<file path="src/hw/rtl/hfat_pkg.sv">
// Shared types, codes and character tables for the hands-free AT handshake parser.
// No dependencies; used by every module of the block.
package hfat_pkg;

   localparam int SLOT_COUNT = 16;
   localparam int SLOT_W     = 4;

   localparam logic [1:0] OP_DATA  = 2'd0;
   localparam logic [1:0] OP_OPEN  = 2'd1;
   localparam logic [1:0] OP_CLOSE = 2'd2;

   localparam logic [2:0] HS_INIT   = 3'd0;
   localparam logic [2:0] HS_FEAT   = 3'd1;
   localparam logic [2:0] HS_LIST   = 3'd2;
   localparam logic [2:0] HS_VALUES = 3'd3;
   localparam logic [2:0] HS_OK     = 3'd4;
   localparam logic [2:0] HS_ERROR  = 3'd5;

   localparam logic [2:0] CMD_NONE  = 3'd0;
   localparam logic [2:0] CMD_FEAT  = 3'd1;
   localparam logic [2:0] CMD_TEST  = 3'd2;
   localparam logic [2:0] CMD_READ  = 3'd3;
   localparam logic [2:0] CMD_EVENT = 3'd4;

   localparam logic [2:0] CLS_NONE  = 3'd0;
   localparam logic [2:0] CLS_OK    = 3'd1;
   localparam logic [2:0] CLS_FEAT  = 3'd2;
   localparam logic [2:0] CLS_IND   = 3'd3;
   localparam logic [2:0] CLS_EVT   = 3'd4;
   localparam logic [2:0] CLS_ERR   = 3'd5;
   localparam logic [2:0] CLS_UNREC = 3'd6;
   localparam logic [2:0] CLS_PLUS  = 3'd7;

   localparam logic [1:0] TW_NONE  = 2'd0;
   localparam logic [1:0] TW_KIND  = 2'd1;
   localparam logic [1:0] TW_VALUE = 2'd2;

   localparam logic [3:0] KIND_UNKNOWN = 4'd8;

   localparam logic [7:0] CH_CR = 8'd13;
   localparam logic [7:0] CH_LF = 8'd10;

   localparam logic [39:0] PFX_BRSF  = "+BRSF";
   localparam logic [39:0] PFX_CIND  = "+CIND";
   localparam logic [39:0] PFX_CIEV  = "+CIEV";
   localparam logic [39:0] PFX_ERROR = "ERROR";

   typedef struct packed {
      logic [1:0] opcode;
      logic [7:0] data_byte;
      logic [7:0] open_status;
   } req_type;

   typedef struct packed {
      logic [2:0] link_state;
      logic [2:0] send_command;
      logic [2:0] line_kind;
      logic [1:0] table_write;
      logic [3:0] slot_number;
      logic [3:0] kind_written;
      logic [7:0] value_written;
   } rsp_type;

   // Request after decoding in the front part.
   typedef struct packed {
      logic [1:0] opcode;
      logic [7:0] data_byte;
      logic       open_ok;
      logic       is_cr;
      logic       is_lf;
   } item_type;

   typedef struct packed {
      logic [2:0] prefix_position;
      logic [2:0] line_class;
      logic [2:0] list_scan;
      logic [1:0] value_scan;
      logic [4:0] group_counter;
      logic [7:0] name_candidates;
      logic [3:0] name_position;
      logic [7:0] value_accumulator;
   } line_type;

   typedef struct packed {
      logic [1:0] tw;
      logic [3:0] slot;
      logic [3:0] kind;
      logic [7:0] val;
   } wr_type;

   function automatic logic [3:0] name_len(input logic [2:0] idx);
      logic [3:0] len;
      unique case (idx)
         3'd0: len = 4'd7;
         3'd1: len = 4'd4;
         3'd2: len = 4'd9;
         3'd3: len = 4'd10;
         3'd4: len = 4'd8;
         3'd5: len = 4'd6;
         3'd6: len = 4'd4;
         default: len = 4'd7;
      endcase
      return len;
   endfunction

   function automatic logic [3:0] name_kind(input logic [2:0] idx);
      logic [3:0] k;
      unique case (idx)
         3'd0: k = 4'd1;
         3'd1: k = 4'd2;
         3'd2: k = 4'd3;
         3'd3: k = 4'd3;
         3'd4: k = 4'd4;
         3'd5: k = 4'd5;
         3'd6: k = 4'd6;
         default: k = 4'd7;
      endcase
      return k;
   endfunction

   // Character at position pos of indicator name idx (pos below the name length).
   function automatic logic [7:0] name_char(input logic [2:0] idx, input logic [3:0] pos);
      logic [79:0] word;
      logic [3:0]  sh;
      unique case (idx)
         3'd0: word = 80'("service");
         3'd1: word = 80'("call");
         3'd2: word = 80'("callsetup");
         3'd3: word = 80'("call\137setup");
         3'd4: word = 80'("callheld");
         3'd5: word = 80'("signal");
         3'd6: word = 80'("roam");
         default: word = 80'("battchg");
      endcase
      sh = 4'(name_len(idx) - 4'd1 - pos);
      return word[{sh, 3'b000} +: 8];
   endfunction

   function automatic logic [7:0] pfx_char(input logic [39:0] word, input logic [2:0] pos);
      logic [2:0] sh;
      sh = 3'(3'd4 - pos);
      return word[{sh, 3'b000} +: 8];
   endfunction

endpackage

</file>
<file path="src/hw/rtl/hfat_front.sv">
// Front part: decodes an incoming request into the queue item format.
// Depends on hfat_pkg.
module hfat_front (
   input  hfat_pkg::req_type  req_data,
   output hfat_pkg::item_type item
);

   always_comb begin
      item.opcode    = req_data.opcode;
      item.data_byte = req_data.data_byte;
      item.open_ok   = (req_data.open_status == 8'd0);
      item.is_cr     = (req_data.data_byte == hfat_pkg::CH_CR);
      item.is_lf     = (req_data.data_byte == hfat_pkg::CH_LF);
   end

endmodule

</file>
<file path="src/hw/rtl/hfat_queue.sv">
// Two-entry queue between the front and back parts.
// Depends on hfat_pkg.
module hfat_queue (
   input  logic               clock,
   input  logic               reset,
   input  logic               push,
   input  hfat_pkg::item_type push_item,
   output logic               full,
   input  logic               pop,
   output logic               not_empty,
   output hfat_pkg::item_type pop_item
);

   hfat_pkg::item_type mem_ff [2];
   logic       wr_ptr_ff, wr_ptr_in;
   logic       rd_ptr_ff, rd_ptr_in;
   logic [1:0] count_ff, count_in;

   assign full      = (count_ff == 2'd2);
   assign not_empty = (count_ff != 2'd0);
   assign pop_item  = mem_ff[rd_ptr_ff];

   always_comb begin
      wr_ptr_in = wr_ptr_ff ^ push;
      rd_ptr_in = rd_ptr_ff ^ pop;
      count_in  = 2'(count_ff + {1'b0, push} - {1'b0, pop});
   end

   always_ff @(posedge clock) begin
      if (reset) begin
         wr_ptr_ff <= 1'b0;
         rd_ptr_ff <= 1'b0;
         count_ff  <= 2'd0;
      end else begin
         wr_ptr_ff <= wr_ptr_in;
         rd_ptr_ff <= rd_ptr_in;
         count_ff  <= count_in;
      end
   end

   always_ff @(posedge clock) begin
      if (push) begin
         mem_ff[wr_ptr_ff] <= push_item;
      end
   end

endmodule

</file>
<file path="src/hw/rtl/hfat_back.sv">
// Back part: line parser, handshake state, indicator tables and result register.
// Depends on hfat_pkg.
module hfat_back (
   input  logic               clock,
   input  logic               reset,
   input  logic               item_valid,
   input  hfat_pkg::item_type item,
   output logic               item_pop,
   output logic               rsp_valid,
   input  logic               rsp_ready,
   output hfat_pkg::rsp_type  rsp_data
);

   typedef struct packed {
      hfat_pkg::line_type ln;
      hfat_pkg::wr_type   wr;
   } feed_res_type;

   logic [2:0]         hs_ff, hs_in;
   hfat_pkg::line_type line_ff, line_in;
   logic               cs_ff, cs_in;
   logic               out_valid_ff, out_valid_in;
   hfat_pkg::rsp_type  out_ff, out_in;
   logic [3:0]         kind_table_ff  [hfat_pkg::SLOT_COUNT];
   logic [7:0]         value_table_ff [hfat_pkg::SLOT_COUNT];

   function automatic logic [4:0] group_inc(input logic [4:0] g);
      return (g < 5'd31) ? 5'(g + 5'd1) : g;
   endfunction

   function automatic hfat_pkg::line_type name_match(input hfat_pkg::line_type l,
                                                      input logic [7:0] c);
      hfat_pkg::line_type r;
      r = l;
      for (int i = 0; i < 8; i++) begin
         if (l.name_candidates[i] &&
             ((l.name_position >= hfat_pkg::name_len(3'(i))) ||
              (hfat_pkg::name_char(3'(i), l.name_position) != c))) begin
            r.name_candidates[i] = 1'b0;
         end
      end
      if (l.name_position < 4'd15) r.name_position = 4'(l.name_position + 4'd1);
      return r;
   endfunction

   function automatic hfat_pkg::wr_type store_value(input hfat_pkg::line_type l);
      hfat_pkg::wr_type w;
      w = '0;
      if (l.group_counter < 5'(hfat_pkg::SLOT_COUNT)) begin
         w.tw   = hfat_pkg::TW_VALUE;
         w.slot = l.group_counter[hfat_pkg::SLOT_W-1:0];
         w.val  = l.value_accumulator;
      end
      return w;
   endfunction

   function automatic feed_res_type feed(input hfat_pkg::line_type l, input logic [2:0] hs,
                                         input logic [7:0] c);
      feed_res_type r;
      logic [2:0]   p, k;
      logic         dig;
      logic [11:0]  v;
      logic [3:0]   kd;
      r.ln = l;
      r.wr = '0;
      p    = l.prefix_position;
      k    = l.line_class;
      dig  = (c >= "0") && (c <= "9");
      v    = 12'(l.value_accumulator) * 12'd10 + 12'(c - 8'd48);
      kd   = hfat_pkg::KIND_UNKNOWN;
      for (int i = 7; i >= 0; i--) begin
         if (l.name_candidates[i]) kd = hfat_pkg::name_kind(3'(i));
      end
      if (p < 3'd5) begin
         // Prefix classification, one character at a time.
         if (p == 3'd0) begin
            k = (c == "+") ? hfat_pkg::CLS_PLUS : (c == "O") ? hfat_pkg::CLS_OK :
                (c == "E") ? hfat_pkg::CLS_ERR : hfat_pkg::CLS_UNREC;
         end else if (k == hfat_pkg::CLS_PLUS) begin
            k = (c == "B") ? hfat_pkg::CLS_FEAT : (c == "C") ? hfat_pkg::CLS_IND :
                hfat_pkg::CLS_UNREC;
         end else if (k == hfat_pkg::CLS_OK) begin
            if (p == 3'd1 && c != "K") k = hfat_pkg::CLS_UNREC;
         end else if (k == hfat_pkg::CLS_FEAT) begin
            if (c != hfat_pkg::pfx_char(hfat_pkg::PFX_BRSF, p)) k = hfat_pkg::CLS_UNREC;
         end else if (k == hfat_pkg::CLS_ERR) begin
            if (c != hfat_pkg::pfx_char(hfat_pkg::PFX_ERROR, p)) k = hfat_pkg::CLS_UNREC;
         end else if (k == hfat_pkg::CLS_IND) begin
            if (p == 3'd3 && c == "E") k = hfat_pkg::CLS_EVT;
            else if (c != hfat_pkg::pfx_char(hfat_pkg::PFX_CIND, p)) k = hfat_pkg::CLS_UNREC;
         end else if (k == hfat_pkg::CLS_EVT) begin
            if (c != hfat_pkg::pfx_char(hfat_pkg::PFX_CIEV, p)) k = hfat_pkg::CLS_UNREC;
         end
         r.ln.line_class      = k;
         r.ln.prefix_position = 3'(p + 3'd1);
      end else if (k == hfat_pkg::CLS_IND && hs == hfat_pkg::HS_LIST) begin
         unique case (l.list_scan)
            3'd0: begin
               if (c == "(") begin
                  r.ln.group_counter = group_inc(l.group_counter);
                  r.ln.list_scan     = 3'd1;
               end
            end
            3'd1: if (c == "\"") r.ln.list_scan = 3'd2;
            3'd2: begin
               r.ln.name_candidates = 8'hFF;
               r.ln.name_position   = 4'd0;
               r.ln                 = name_match(r.ln, c);
               r.ln.list_scan       = 3'd3;
            end
            3'd3: begin
               if (c == "\"") begin
                  for (int i = 0; i < 8; i++) begin
                     if (hfat_pkg::name_len(3'(i)) != l.name_position) begin
                        r.ln.name_candidates[i] = 1'b0;
                     end
                  end
                  r.ln.list_scan = 3'd4;
               end else begin
                  r.ln = name_match(l, c);
               end
            end
            3'd4: if (c == "(") r.ln.list_scan = 3'd5;
            3'd5: r.ln.list_scan = 3'd6;
            3'd6: if (c == ")") r.ln.list_scan = 3'd7;
            default: begin
               // The kind is written on the character after the closing parenthesis.
               if (l.group_counter < 5'(hfat_pkg::SLOT_COUNT)) begin
                  r.wr.tw   = hfat_pkg::TW_KIND;
                  r.wr.slot = l.group_counter[hfat_pkg::SLOT_W-1:0];
                  r.wr.kind = kd;
               end
               r.ln.list_scan = 3'd0;
            end
         endcase
      end else if (k == hfat_pkg::CLS_IND && hs == hfat_pkg::HS_VALUES) begin
         unique case (l.value_scan)
            2'd0: begin
               if (c == " ") begin
                  r.ln.group_counter = group_inc(l.group_counter);
                  r.ln.value_scan    = 2'd1;
               end
            end
            2'd1: begin
               r.ln.value_accumulator = dig ? 8'(c - 8'd48) : 8'd0;
               r.ln.value_scan        = dig ? 2'd2 : 2'd3;
            end
            2'd2: begin
               if (c == ",") begin
                  r.wr               = store_value(l);
                  r.ln.group_counter = group_inc(l.group_counter);
                  r.ln.value_scan    = 2'd1;
               end else if (dig) begin
                  r.ln.value_accumulator = (v > 12'd255) ? 8'd255 : v[7:0];
               end else begin
                  r.ln.value_scan = 2'd3;
               end
            end
            default: begin
               if (c == ",") begin
                  r.wr               = store_value(l);
                  r.ln.group_counter = group_inc(l.group_counter);
                  r.ln.value_scan    = 2'd1;
               end
            end
         endcase
      end
      return r;
   endfunction

   logic advance;
   assign advance   = !out_valid_ff || rsp_ready;
   assign item_pop  = item_valid && advance;
   assign rsp_valid = out_valid_ff;
   assign rsp_data  = out_ff;

   always_comb begin
      hfat_pkg::line_type ln;
      hfat_pkg::wr_type   wr;
      feed_res_type       fr;
      logic [2:0]         hs, send, kind;
      logic               cs, done;
      ln   = line_ff;
      hs   = hs_ff;
      cs   = cs_ff;
      wr   = '0;
      send = hfat_pkg::CMD_NONE;
      kind = hfat_pkg::CLS_NONE;
      done = 1'b0;
      fr   = '0;
      unique case (item.opcode)
         hfat_pkg::OP_DATA: begin
            if (cs && item.is_lf) begin
               // CR LF closes the line.
               cs   = 1'b0;
               done = ((ln.line_class == hfat_pkg::CLS_OK) && (ln.prefix_position >= 3'd2)) ||
                      ((ln.line_class >= hfat_pkg::CLS_FEAT) &&
                       (ln.line_class <= hfat_pkg::CLS_ERR) && (ln.prefix_position == 3'd5));
               if (ln.prefix_position != 3'd0 && done) begin
                  kind = ln.line_class;
                  if (hs == hfat_pkg::HS_FEAT && kind == hfat_pkg::CLS_FEAT) begin
                     hs   = hfat_pkg::HS_LIST;
                     send = hfat_pkg::CMD_TEST;
                  end else if (hs == hfat_pkg::HS_LIST && kind == hfat_pkg::CLS_IND) begin
                     hs   = hfat_pkg::HS_VALUES;
                     send = hfat_pkg::CMD_READ;
                  end else if (hs == hfat_pkg::HS_VALUES && kind == hfat_pkg::CLS_IND) begin
                     if (ln.value_scan >= 2'd2) wr = store_value(ln);
                     hs   = hfat_pkg::HS_OK;
                     send = hfat_pkg::CMD_EVENT;
                  end else if (kind != hfat_pkg::CLS_OK) begin
                     hs = hfat_pkg::HS_ERROR;
                  end
               end
               ln = '0;
            end else begin
               if (cs) begin
                  // A CR not followed by LF is an ordinary character.
                  fr = feed(ln, hs, hfat_pkg::CH_CR);
                  ln = fr.ln;
                  wr = fr.wr;
               end
               cs = item.is_cr;
               if (!item.is_cr) begin
                  fr = feed(ln, hs, item.data_byte);
                  ln = fr.ln;
                  if (fr.wr.tw != hfat_pkg::TW_NONE) wr = fr.wr;
               end
            end
         end
         hfat_pkg::OP_OPEN: begin
            if (item.open_ok) begin
               if (hs == hfat_pkg::HS_INIT) begin
                  hs   = hfat_pkg::HS_FEAT;
                  send = hfat_pkg::CMD_FEAT;
               end else begin
                  hs = hfat_pkg::HS_ERROR;
               end
            end
         end
         hfat_pkg::OP_CLOSE: begin
            hs = hfat_pkg::HS_INIT;
            ln = '0;
            cs = 1'b0;
         end
         default: ;
      endcase
      hs_in                = hs;
      line_in              = ln;
      cs_in                = cs;
      out_in.link_state    = hs;
      out_in.send_command  = send;
      out_in.line_kind     = kind;
      out_in.table_write   = wr.tw;
      out_in.slot_number   = wr.slot;
      out_in.kind_written  = wr.kind;
      out_in.value_written = wr.val;
      out_valid_in         = item_pop ? 1'b1 : (out_valid_ff && !rsp_ready);
   end

   always_ff @(posedge clock) begin
      if (reset) begin
         hs_ff        <= hfat_pkg::HS_INIT;
         line_ff      <= '0;
         cs_ff        <= 1'b0;
         out_valid_ff <= 1'b0;
         for (int i = 0; i < hfat_pkg::SLOT_COUNT; i++) begin
            kind_table_ff[i]  <= 4'd0;
            value_table_ff[i] <= 8'd0;
         end
      end else begin
         out_valid_ff <= out_valid_in;
         if (item_pop) begin
            hs_ff   <= hs_in;
            line_ff <= line_in;
            cs_ff   <= cs_in;
            if (out_in.table_write == hfat_pkg::TW_KIND) begin
               kind_table_ff[out_in.slot_number] <= out_in.kind_written;
            end
            if (out_in.table_write == hfat_pkg::TW_VALUE) begin
               value_table_ff[out_in.slot_number] <= out_in.value_written;
            end
         end
      end
   end

   always_ff @(posedge clock) begin
      if (item_pop) begin
         out_ff <= out_in;
      end
   end

endmodule

</file>
<file path="src/hw/rtl/hands_free_at_handshake_parser.sv">
// Hands-free AT response parser, top level. A request accepted into a queue entry
// moves on to the result register, and from there it is shown on the response port.
// Throughput: one request per cycle, set by the parser step in the back part, while rsp_ready does not stall it.
// Reset (synchronous, active high) returns the handshake to initializing, empties the
// queue and result register, and clears both indicator tables at once.
// Depends on hfat_pkg, hfat_front, hfat_queue and hfat_back.
module hands_free_at_handshake_parser (
   input  logic              clock,
   input  logic              reset,
   input  logic              req_valid,
   output logic              req_ready,
   input  hfat_pkg::req_type req_data,
   output logic              rsp_valid,
   input  logic              rsp_ready,
   output hfat_pkg::rsp_type rsp_data
);

   hfat_pkg::item_type front_item;
   hfat_pkg::item_type back_item;
   logic               q_full, q_not_empty, q_pop;

   assign req_ready = !q_full;

   hfat_front u_front (
      .req_data (req_data),
      .item     (front_item)
   );

   hfat_queue u_queue (
      .clock     (clock),
      .reset     (reset),
      .push      (req_valid && !q_full),
      .push_item (front_item),
      .full      (q_full),
      .pop       (q_pop),
      .not_empty (q_not_empty),
      .pop_item  (back_item)
   );

   hfat_back u_back (
      .clock      (clock),
      .reset      (reset),
      .item_valid (q_not_empty),
      .item       (back_item),
      .item_pop   (q_pop),
      .rsp_valid  (rsp_valid),
      .rsp_ready  (rsp_ready),
      .rsp_data   (rsp_data)
   );

endmodule
</file>
<file path="config.mk">
export PLATFORM = sky130hd
export DESIGN_NAME = hands_free_at_handshake_parser
export DESIGN_NICKNAME = d
export VERILOG_FILES = /design/src/hw/rtl/hfat_pkg.sv /design/src/hw/rtl/hfat_front.sv /design/src/hw/rtl/hfat_queue.sv /design/src/hw/rtl/hfat_back.sv /design/src/hw/rtl/hands_free_at_handshake_parser.sv
export SDC_FILE = /design/constraint.sdc
export NUM_CORES = 1
export LEC_CHECK = 0
export ABC_AREA = 1
export BUFFER_PORTS_ARGS = -buffer_cell sky130_fd_sc_hd__buf_2
export CELL_PAD_IN_SITES_DETAIL_PLACEMENT = 1
export CELL_PAD_IN_SITES_GLOBAL_PLACEMENT = 1
export CORE_MARGIN = 2
export CORE_UTILIZATION = 47
export CTS_BUF_LIST = sky130_fd_sc_hd__clkbuf_2 sky130_fd_sc_hd__clkbuf_4 sky130_fd_sc_hd__clkbuf_8
export DETAILED_ROUTE_END_ITERATION = 6
export PLACE_DENSITY_LB_ADDON = 0.1
export SKIP_LAST_GASP = 1
export SLEW_MARGIN = 0
export SYNTH_ARGS = -nofsm -noshare
export SYNTH_HDL_FRONTEND = slang
export SYNTH_HIERARCHICAL = 1
export SYNTH_SLANG_ARGS = --single-unit
</file>
<file path="constraint.sdc">
create_clock -name clock -period 9.9 [get_ports clock]
set_clock_uncertainty 0.15 [all_clocks]
set_input_delay 1.98 -clock clock [delete_from_list [all_inputs] [get_ports clock]]
set_output_delay 1.98 -clock clock [all_outputs]
set_load 0.01 [all_outputs]
</file>
==> results of run 1 <==
logic make-up (layout without fill, tap and decap cells):
family	after synthesis	count (layout)	synth area share
and+or+nand+nor	676	676	0.3170
AOI/OAI and AO/OA	256	256	0.1554
buffers and inverters	234	257	0.1008
DFF	98	98	0.2599
adders and majority gates	85	85	0.1125
xor gates and xnor gates	39	39	0.03914
muxes	13	13	0.01526
cells in the final DEF, fill, tap and decap left out, types with 45 or more instances in the layout:
master / instances
edfxtp_1: 53
a21oi_1: 116
nand2_1: 345
nand3_1: 77
o21ai_0: 67
nor2_1: 128
ha_1: 83
inv_1: 149
buf_2: 50
dfxtp_1: 45
worst min-delay path: cells and delay by family (launching register included):
| family | cells | cell delay, ns |
|---|---|---|
| AO/OA/AOI/OAI | 1 | 0.05 |
| flip-flops | 1 | 0.33 |
| AND/OR/NAND/NOR | 1 | 0.06 |
where the power goes:
part           total (mW)  internal, mW  switching [mW]
sequential          0.574         0.532          0.0414
clock               0.276         0.101           0.175
combinational       0.958         0.289           0.669
through the flow:
| stage | util | hold WS (ns) | power, mW | setup WS [ns] |
|---|---|---|---|---|
| after floorplan | - | 0.2954 | 1.251 | 5.419 |
| after global placement | 0.4944 | 0.3052 | 1.498 | 4.849 |
| after detailed placement | 0.4944 | 0.3058 | 1.529 | 4.663 |
| after CTS | 0.5046 | 0.3229 | 1.812 | 4.647 |
| after global routing | 0.5046 | 0.3618 | 1.942 | 4.124 |
| final | 0.5046 | 0.3240 | 1.808 | 4.567 |
sequential cells by signal, summed over array words and instances (netlist names):
signal / count
u_back/line_ff: 36
u_back/hs_ff: 3
u_back/rsp_valid: 1
u_queue/wr_ptr_ff: 1
u_back/rsp_data: 27
u_back/cs_ff: 1
u_queue/rd_ptr_ff: 1
u_queue/mem_ff: 26
u_queue/count_ff: 2
layer usage:
metal	vias up	wire length (µm)
li1	4671	-
met1	4613	14720
met2	188	14270
met3	44	1080
met4	0	539
met5	-	0
synthesized netlist by cell type (4+ instances only):
| cell | instances |
|---|---|
| nand2_1 | 345 |
| inv_1 | 149 |
| nor2_1 | 128 |
| a21oi_1 | 116 |
| ha_1 | 83 |
| nand3_1 | 77 |
| o21ai_0 | 67 |
| edfxtp_1 | 53 |
| dfxtp_1 | 45 |
| inv_2 | 31 |
| xor2_1 | 29 |
| nand4_1 | 27 |
| clkbuf_1 | 24 |
| nor3_1 | 23 |
| nor2_2 | 19 |
| mux2_2 | 13 |
| nand2_2 | 13 |
| o21ai_1 | 13 |
| a31oi_1 | 12 |
| buf_4 | 12 |
| nor4_1 | 12 |
| o211ai_1 | 11 |
| nor2_4 | 10 |
| clkinv_1 | 8 |
| xnor2_1 | 7 |
| buf_2 | 5 |
| buf_6 | 5 |
| nand3_2 | 5 |
| o221ai_1 | 4 |
layout make-up:
type                            instances  area [µm²]  area share
Multi-Input combinational cell       1069        6131      0.6043
Sequential cell                        98        2492      0.2457
Inverter                              188       705.7     0.06956
Tap cell                              270       337.8     0.03330
Timing Repair Buffer                   53       272.8     0.02689
Clock buffer                            9       123.9     0.01221
Clock inverter                          7       81.33    0.008017
worst max path at each step:
stage,startpoint,to,slack [ns],depth (start not counted)
4_1_cts,u_back/hs_ff[1]$_SDFFE_PP0P_,u_back/line_ff[7]$_SDFFE_PP0P_,4.65,27
3_3_place_gp,u_back/hs_ff[1]$_SDFFE_PP0P_,u_back/line_ff[6]$_SDFFE_PP0P_,4.85,31
5_1_grt,u_back/hs_ff[1]$_SDFFE_PP0P_,u_back/line_ff[7]$_SDFFE_PP0P_,4.12,31
6_report,u_back/line_ff[31]$_SDFFE_PP0P_,u_back/line_ff[7]$_SDFFE_PP0P_,4.57,25
2_1_floorplan,u_back/hs_ff[1]$_SDFFE_PP0P_,u_back/line_ff[6]$_SDFFE_PP0P_,5.42,30
3_5_place_dp,u_back/line_ff[31]$_SDFFE_PP0P_,u_back/line_ff[7]$_SDFFE_PP0P_,4.66,25
==> impl_metrics.json, run 1 <==
{
  "hold_start": "u_back/line_ff[6]$_SDFFE_PP0P_",
  "placed_area_um2": 9940,
  "hpwl_um": 23550,
  "maxCapViolCount": 0,
  "synthArstFlopShare": 0,
  "synth.distinct_cells": 64,
  "start_util": 0.4770,
  "grt-ovfl-total": 0,
  "post_cts_buffers": 0,
  "cp.arrival_ns": 5.46,
  "crit_fanout": 8,
  "powerDensity_nw_per_um2": 178.2,
  "slowest_stage": "dfxtp_1",
  "cp-end-kind": "register",
  "fillers": 2683,
  "drc_errors": 0,
  "grt_pass1_vias": 9649,
  "die_x_um": 146.8,
  "cts_made_buffers": 9,
  "ff2ff_path_depth": 25,
  "grt_pass1_wl_um": 49690,
  "die-area_um2": 21560,
  "routed_wl_um": 30610,
  "row_count": 52,
  "hold_path_class": "register to register",
  "synthesis.area_um2": 9590,
  "cts_hold_buf": 0,
  "post_cts_resized": 0,
  "avgSynthCellArea_um2": 6.845,
  "ys_warn_count": 6,
  "netlist_top_cells_area": "edfxtp_1, nand2_1, ha_1",
  "grt.met1_usage": 0.3929,
  "grt_busiest_layer": "met2",
  "seq_area_frac_synth": 0.2599,
  "fin_crit_sh": 0.5387,
  "whs_path_depth": 2,
  "vias": 9516,
  "tns_ns": 0,
  "root_buffer": "clkbuf_8",
  "grt_start_max_net_pins": 44,
  "setup_viol": 0,
  "place_congestion": 0.9233,
  "antennaDiodeCount": 0,
  "clock.fmax_mhz": 187.5,
  "layout.nets": 1526,
  "use_met2": 0.4775,
  "min_period_ns": 5.333,
  "hold_violations": 0,
  "yosysTopAreaCellShare": 0.1659,
  "worst_pin_slew_ns": 1.153,
  "cts_buffer_depth": 2,
  "synth_edf_count": 53,
  "cts_tree": "yes",
  "antenna_found_initial": 0,
  "netlist_instances": 1401,
  "outcome": "finished clean",
  "grtUsageTotal": 0.2867,
  "coreArea_um2": 20100,
  "wl_per_cell_um": 18.07,
  "slew_viol_final": 0,
  "yosys.area.top_type": "edfxtp_1",
  "crit_required_ns": 10.02,
  "max_stage_delay_ns": 0.55,
  "viasPerCell": 5.617,
  "port_buffers": 50,
  "fp.dieH_um": 146.8,
  "relSlewSlack": 0.2304,
  "synth-seq-cells": 98,
  "ant_nets": 0,
  "regToRegSetupSlack_ns": 4.57,
  "cp_top_family": "simple AND/OR/NAND/NOR gates",
  "max-vdd-ir-drop_v": 0.0001217,
  "placedCellCount": 1678,
  "area_growth_pct": 5.779,
  "p_leak_nw": 4.527,
  "clk-insertion-delay-late_ns": 0.41,
  "clk_pin_slew_ns": 0.13,
  "drive_gt1_frac": 0.1299,
  "io-pin-count": 51,
  "first_iter_violations": 540,
  "critPathMostFrequentCell": "nand2_1",
  "cts_num_sinks": 98,
  "met3_usage": 0.04130,
  "htreeDepth": 3,
  "firstDrtPassIters": 4,
  "reg2reg_to": "u_back/line_ff[7]$_SDFFE_PP0P_",
  "min_to": "u_back/line_ff[6]$_SDFFE_PP0P_",
  "start_kind": "register",
  "cp_num_buf_inv": 2,
  "stdcell_area_um2": 10140,
  "stdcell_count": 1694,
  "rsz0062_at_grt": "no",
  "path_class": "register to register",
  "r2r-start": "u_back/line_ff[31]$_SDFFE_PP0P_",
  "synthFlopType": "edfxtp_1",
  "syn-num-nets": 1508
}
No activity file was read; power rests on OpenSTA's default activity.
==> run 2: changes to the inputs <==
--- a/config.mk
+++ b/config.mk
@@ -10,7 +10,7 @@
 export CELL_PAD_IN_SITES_DETAIL_PLACEMENT = 1
 export CELL_PAD_IN_SITES_GLOBAL_PLACEMENT = 1
 export CORE_MARGIN = 2
-export CORE_UTILIZATION = 47
+export CORE_UTILIZATION = 42
 export CTS_BUF_LIST = sky130_fd_sc_hd__clkbuf_2 sky130_fd_sc_hd__clkbuf_4 sky130_fd_sc_hd__clkbuf_8
 export DETAILED_ROUTE_END_ITERATION = 6
 export PLACE_DENSITY_LB_ADDON = 0.1
==> constraint.sdc (replaced) <==
create_clock -name clock -period 4.8 [get_ports clock]
set_clock_uncertainty 0.15 [all_clocks]
set_input_delay 0.96 -clock clock [delete_from_list [all_inputs] [get_ports clock]]
set_output_delay 0.96 -clock clock [all_outputs]
set_load 0.01 [all_outputs]
==> run 2 against run 1 <==
Sequential cell count is the same. Register-to-register slack lost 4.3 ns. Largest cell class unchanged. Sequential share of layout area shrank 1.1 points. Largest power group unchanged.
==> impl_metrics.json, run 2 (same netlist as run 1, synthesis figures left out) <==
{
  "coreArea_um2": 22500,
  "fin_crit_sh": 0.9491,
  "cts_made_buffers": 9,
  "setup_viol": 0,
  "grt-ovfl-total": 0,
  "hold_path_class": "register to register",
  "final_common_cell": "nand2_1",
  "min_period_ns": 4.556,
  "place_congestion": 0.8944,
  "clk_pin_slew_ns": 0.11,
  "wl_per_cell_um": 17.85,
  "tns_ns": 0,
  "die-area_um2": 24060,
  "viasPerCell": 5.422,
  "grt_pass1_vias": 9468,
  "multi_input_area_um2": 6304,
  "crit_required_ns": 4.91,
  "root_buffer": "clkbuf_8",
  "row_count": 55,
  "path_class": "register to register",
  "layout_common_cells": "nand2_1, inv_1, nor2_1, a21oi_1",
  "fillers": 2995,
  "grt_pass1_wl_um": 50160,
  "layout.nets": 1566,
  "clock.fmax_mhz": 219.5,
  "routed_wl_um": 31210,
  "firstDrtPassIters": 5,
  "cp.arrival_ns": 4.67,
  "hold_violations": 0,
  "worst_pin_slew_ns": 0.9895,
  "p_leak_nw": 4.732,
  "cts_hold_buf": 0,
  "rsz0062_at_grt": "yes",
  "maxCapViolCount": 0,
  "start_kind": "register",
  "antenna_found_initial": 0,
  "ant_nets": 0,
  "drc_errors": 0,
  "area_growth_pct": 10.97,
  "cp-end-kind": "register",
  "cts_buffer_depth": 2,
  "powerDensity_nw_per_um2": 365.2,
  "whs_ns": 0.3508,
  "port_buffers": 50,
  "regMostFlops": "u_back/line_ff",
  "outcome": "finished clean",
  "antennaDiodeCount": 0,
  "drive_gt1_frac": 0.1769,
  "clk-insertion-delay-late_ns": 0.41,
  "grt_start_max_net_pins": 44,
  "hpwl_um": 24100,
  "cts_num_sinks": 98,
  "regArea_um2": 2497,
  "htreeDepth": 3,
  "crit_fanout": 6,
  "max_stage_delay_ns": 0.56,
  "die_x_um": 155.1,
  "max-vdd-ir-drop_v": 0.0002241,
  "vias": 9483,
  "first_iter_violations": 538,
  "largest_register_ff_count": 36,
  "slowest_stage": "fa_2",
  "io-pin-count": 51,
  "fp.dieH_um": 155.1,
  "cts_tree": "yes",
  "relSlewSlack": 0.3403,
  "start_util": 0.4262,
  "slew_viol_final": 0,
  "grtUsageTotal": 0.2609
}
run 2: where the power goes:
group | leakage, nW | internal (mW) | total (mW) | switching (mW)
clock network | 0.102 | 0.207 | 0.577 | 0.370
registers | 0.878 | 1.10 | 1.16 | 0.0680
logic | 3.75 | 0.693 | 2.15 | 1.45
run 2: layout make-up:
class	instances	area share
multi-input combinational	1069	0.5923
sequential	98	0.2347
inverter	188	0.06631
timing repair buffer	93	0.05420
tap	285	0.03351
clock buffer	9	0.01164
clock inverter	7	0.007407
run 2: path summary, 6_finish.rpt:
check / slack [ns] / to / start / depth (start not counted)
max: 0.24 / u_back/line_ff[6]$_SDFFE_PP0P_ / u_back/hs_ff[0]$_SDFFE_PP0P_ / 28
min: 0.35 / u_back/line_ff[16]$_SDFFE_PP0P_ / u_back/line_ff[16]$_SDFFE_PP0P_ / 2
max reg2reg: 0.24 / u_back/line_ff[6]$_SDFFE_PP0P_ / u_back/hs_ff[0]$_SDFFE_PP0P_ / 28
min reg2reg: 0.35 / u_back/line_ff[16]$_SDFFE_PP0P_ / u_back/line_ff[16]$_SDFFE_PP0P_ / 2
run 2: layer usage:
metal	vias to the layer above	track usage	share of wire
li1	4742	-	-
met1	4540	0.3651	0.49
met2	159	0.4235	0.46
met3	42	0.03092	0.031
met4	0	0.07716	0.019
met5	-	0	0
run 2: critical path, delay by kind of cell, from the launching register on:
family,cells,cell delay (ns)
AO/OA/AOI/OAI,6,0.78
adder cells (fa/ha/maj),4,1.33
buffers and inverters,6,0.46
flip-flops,1,0.35
AND/OR/NAND/NOR,12,1.34
run 2: through the flow:
stage	util	worst slack [ns]	total power [mW]	cells	cell area [µm²]
finish	0.4730	0.2441	3.887	1749	10640
global route	0.4730	-0.06665	4.167	1749	10640
CTS	0.4642	0.02268	3.809	1743	10450
detailed placement	0.4539	-0.1401	3.215	1727	10210
global placement	0.4539	0.1068	3.166	1727	10210
floorplan	-	0.3195	2.581	1401	9590
run 2: repair_timing:
item | 4_1_cts | 5_1_grt
setup buffers | 0 | 6
gates resized for setup | 8 | 36
setup endpoints to repair | 8 | 8
hold endpoints to repair | 0 | 0
pin swaps | 0 | 23
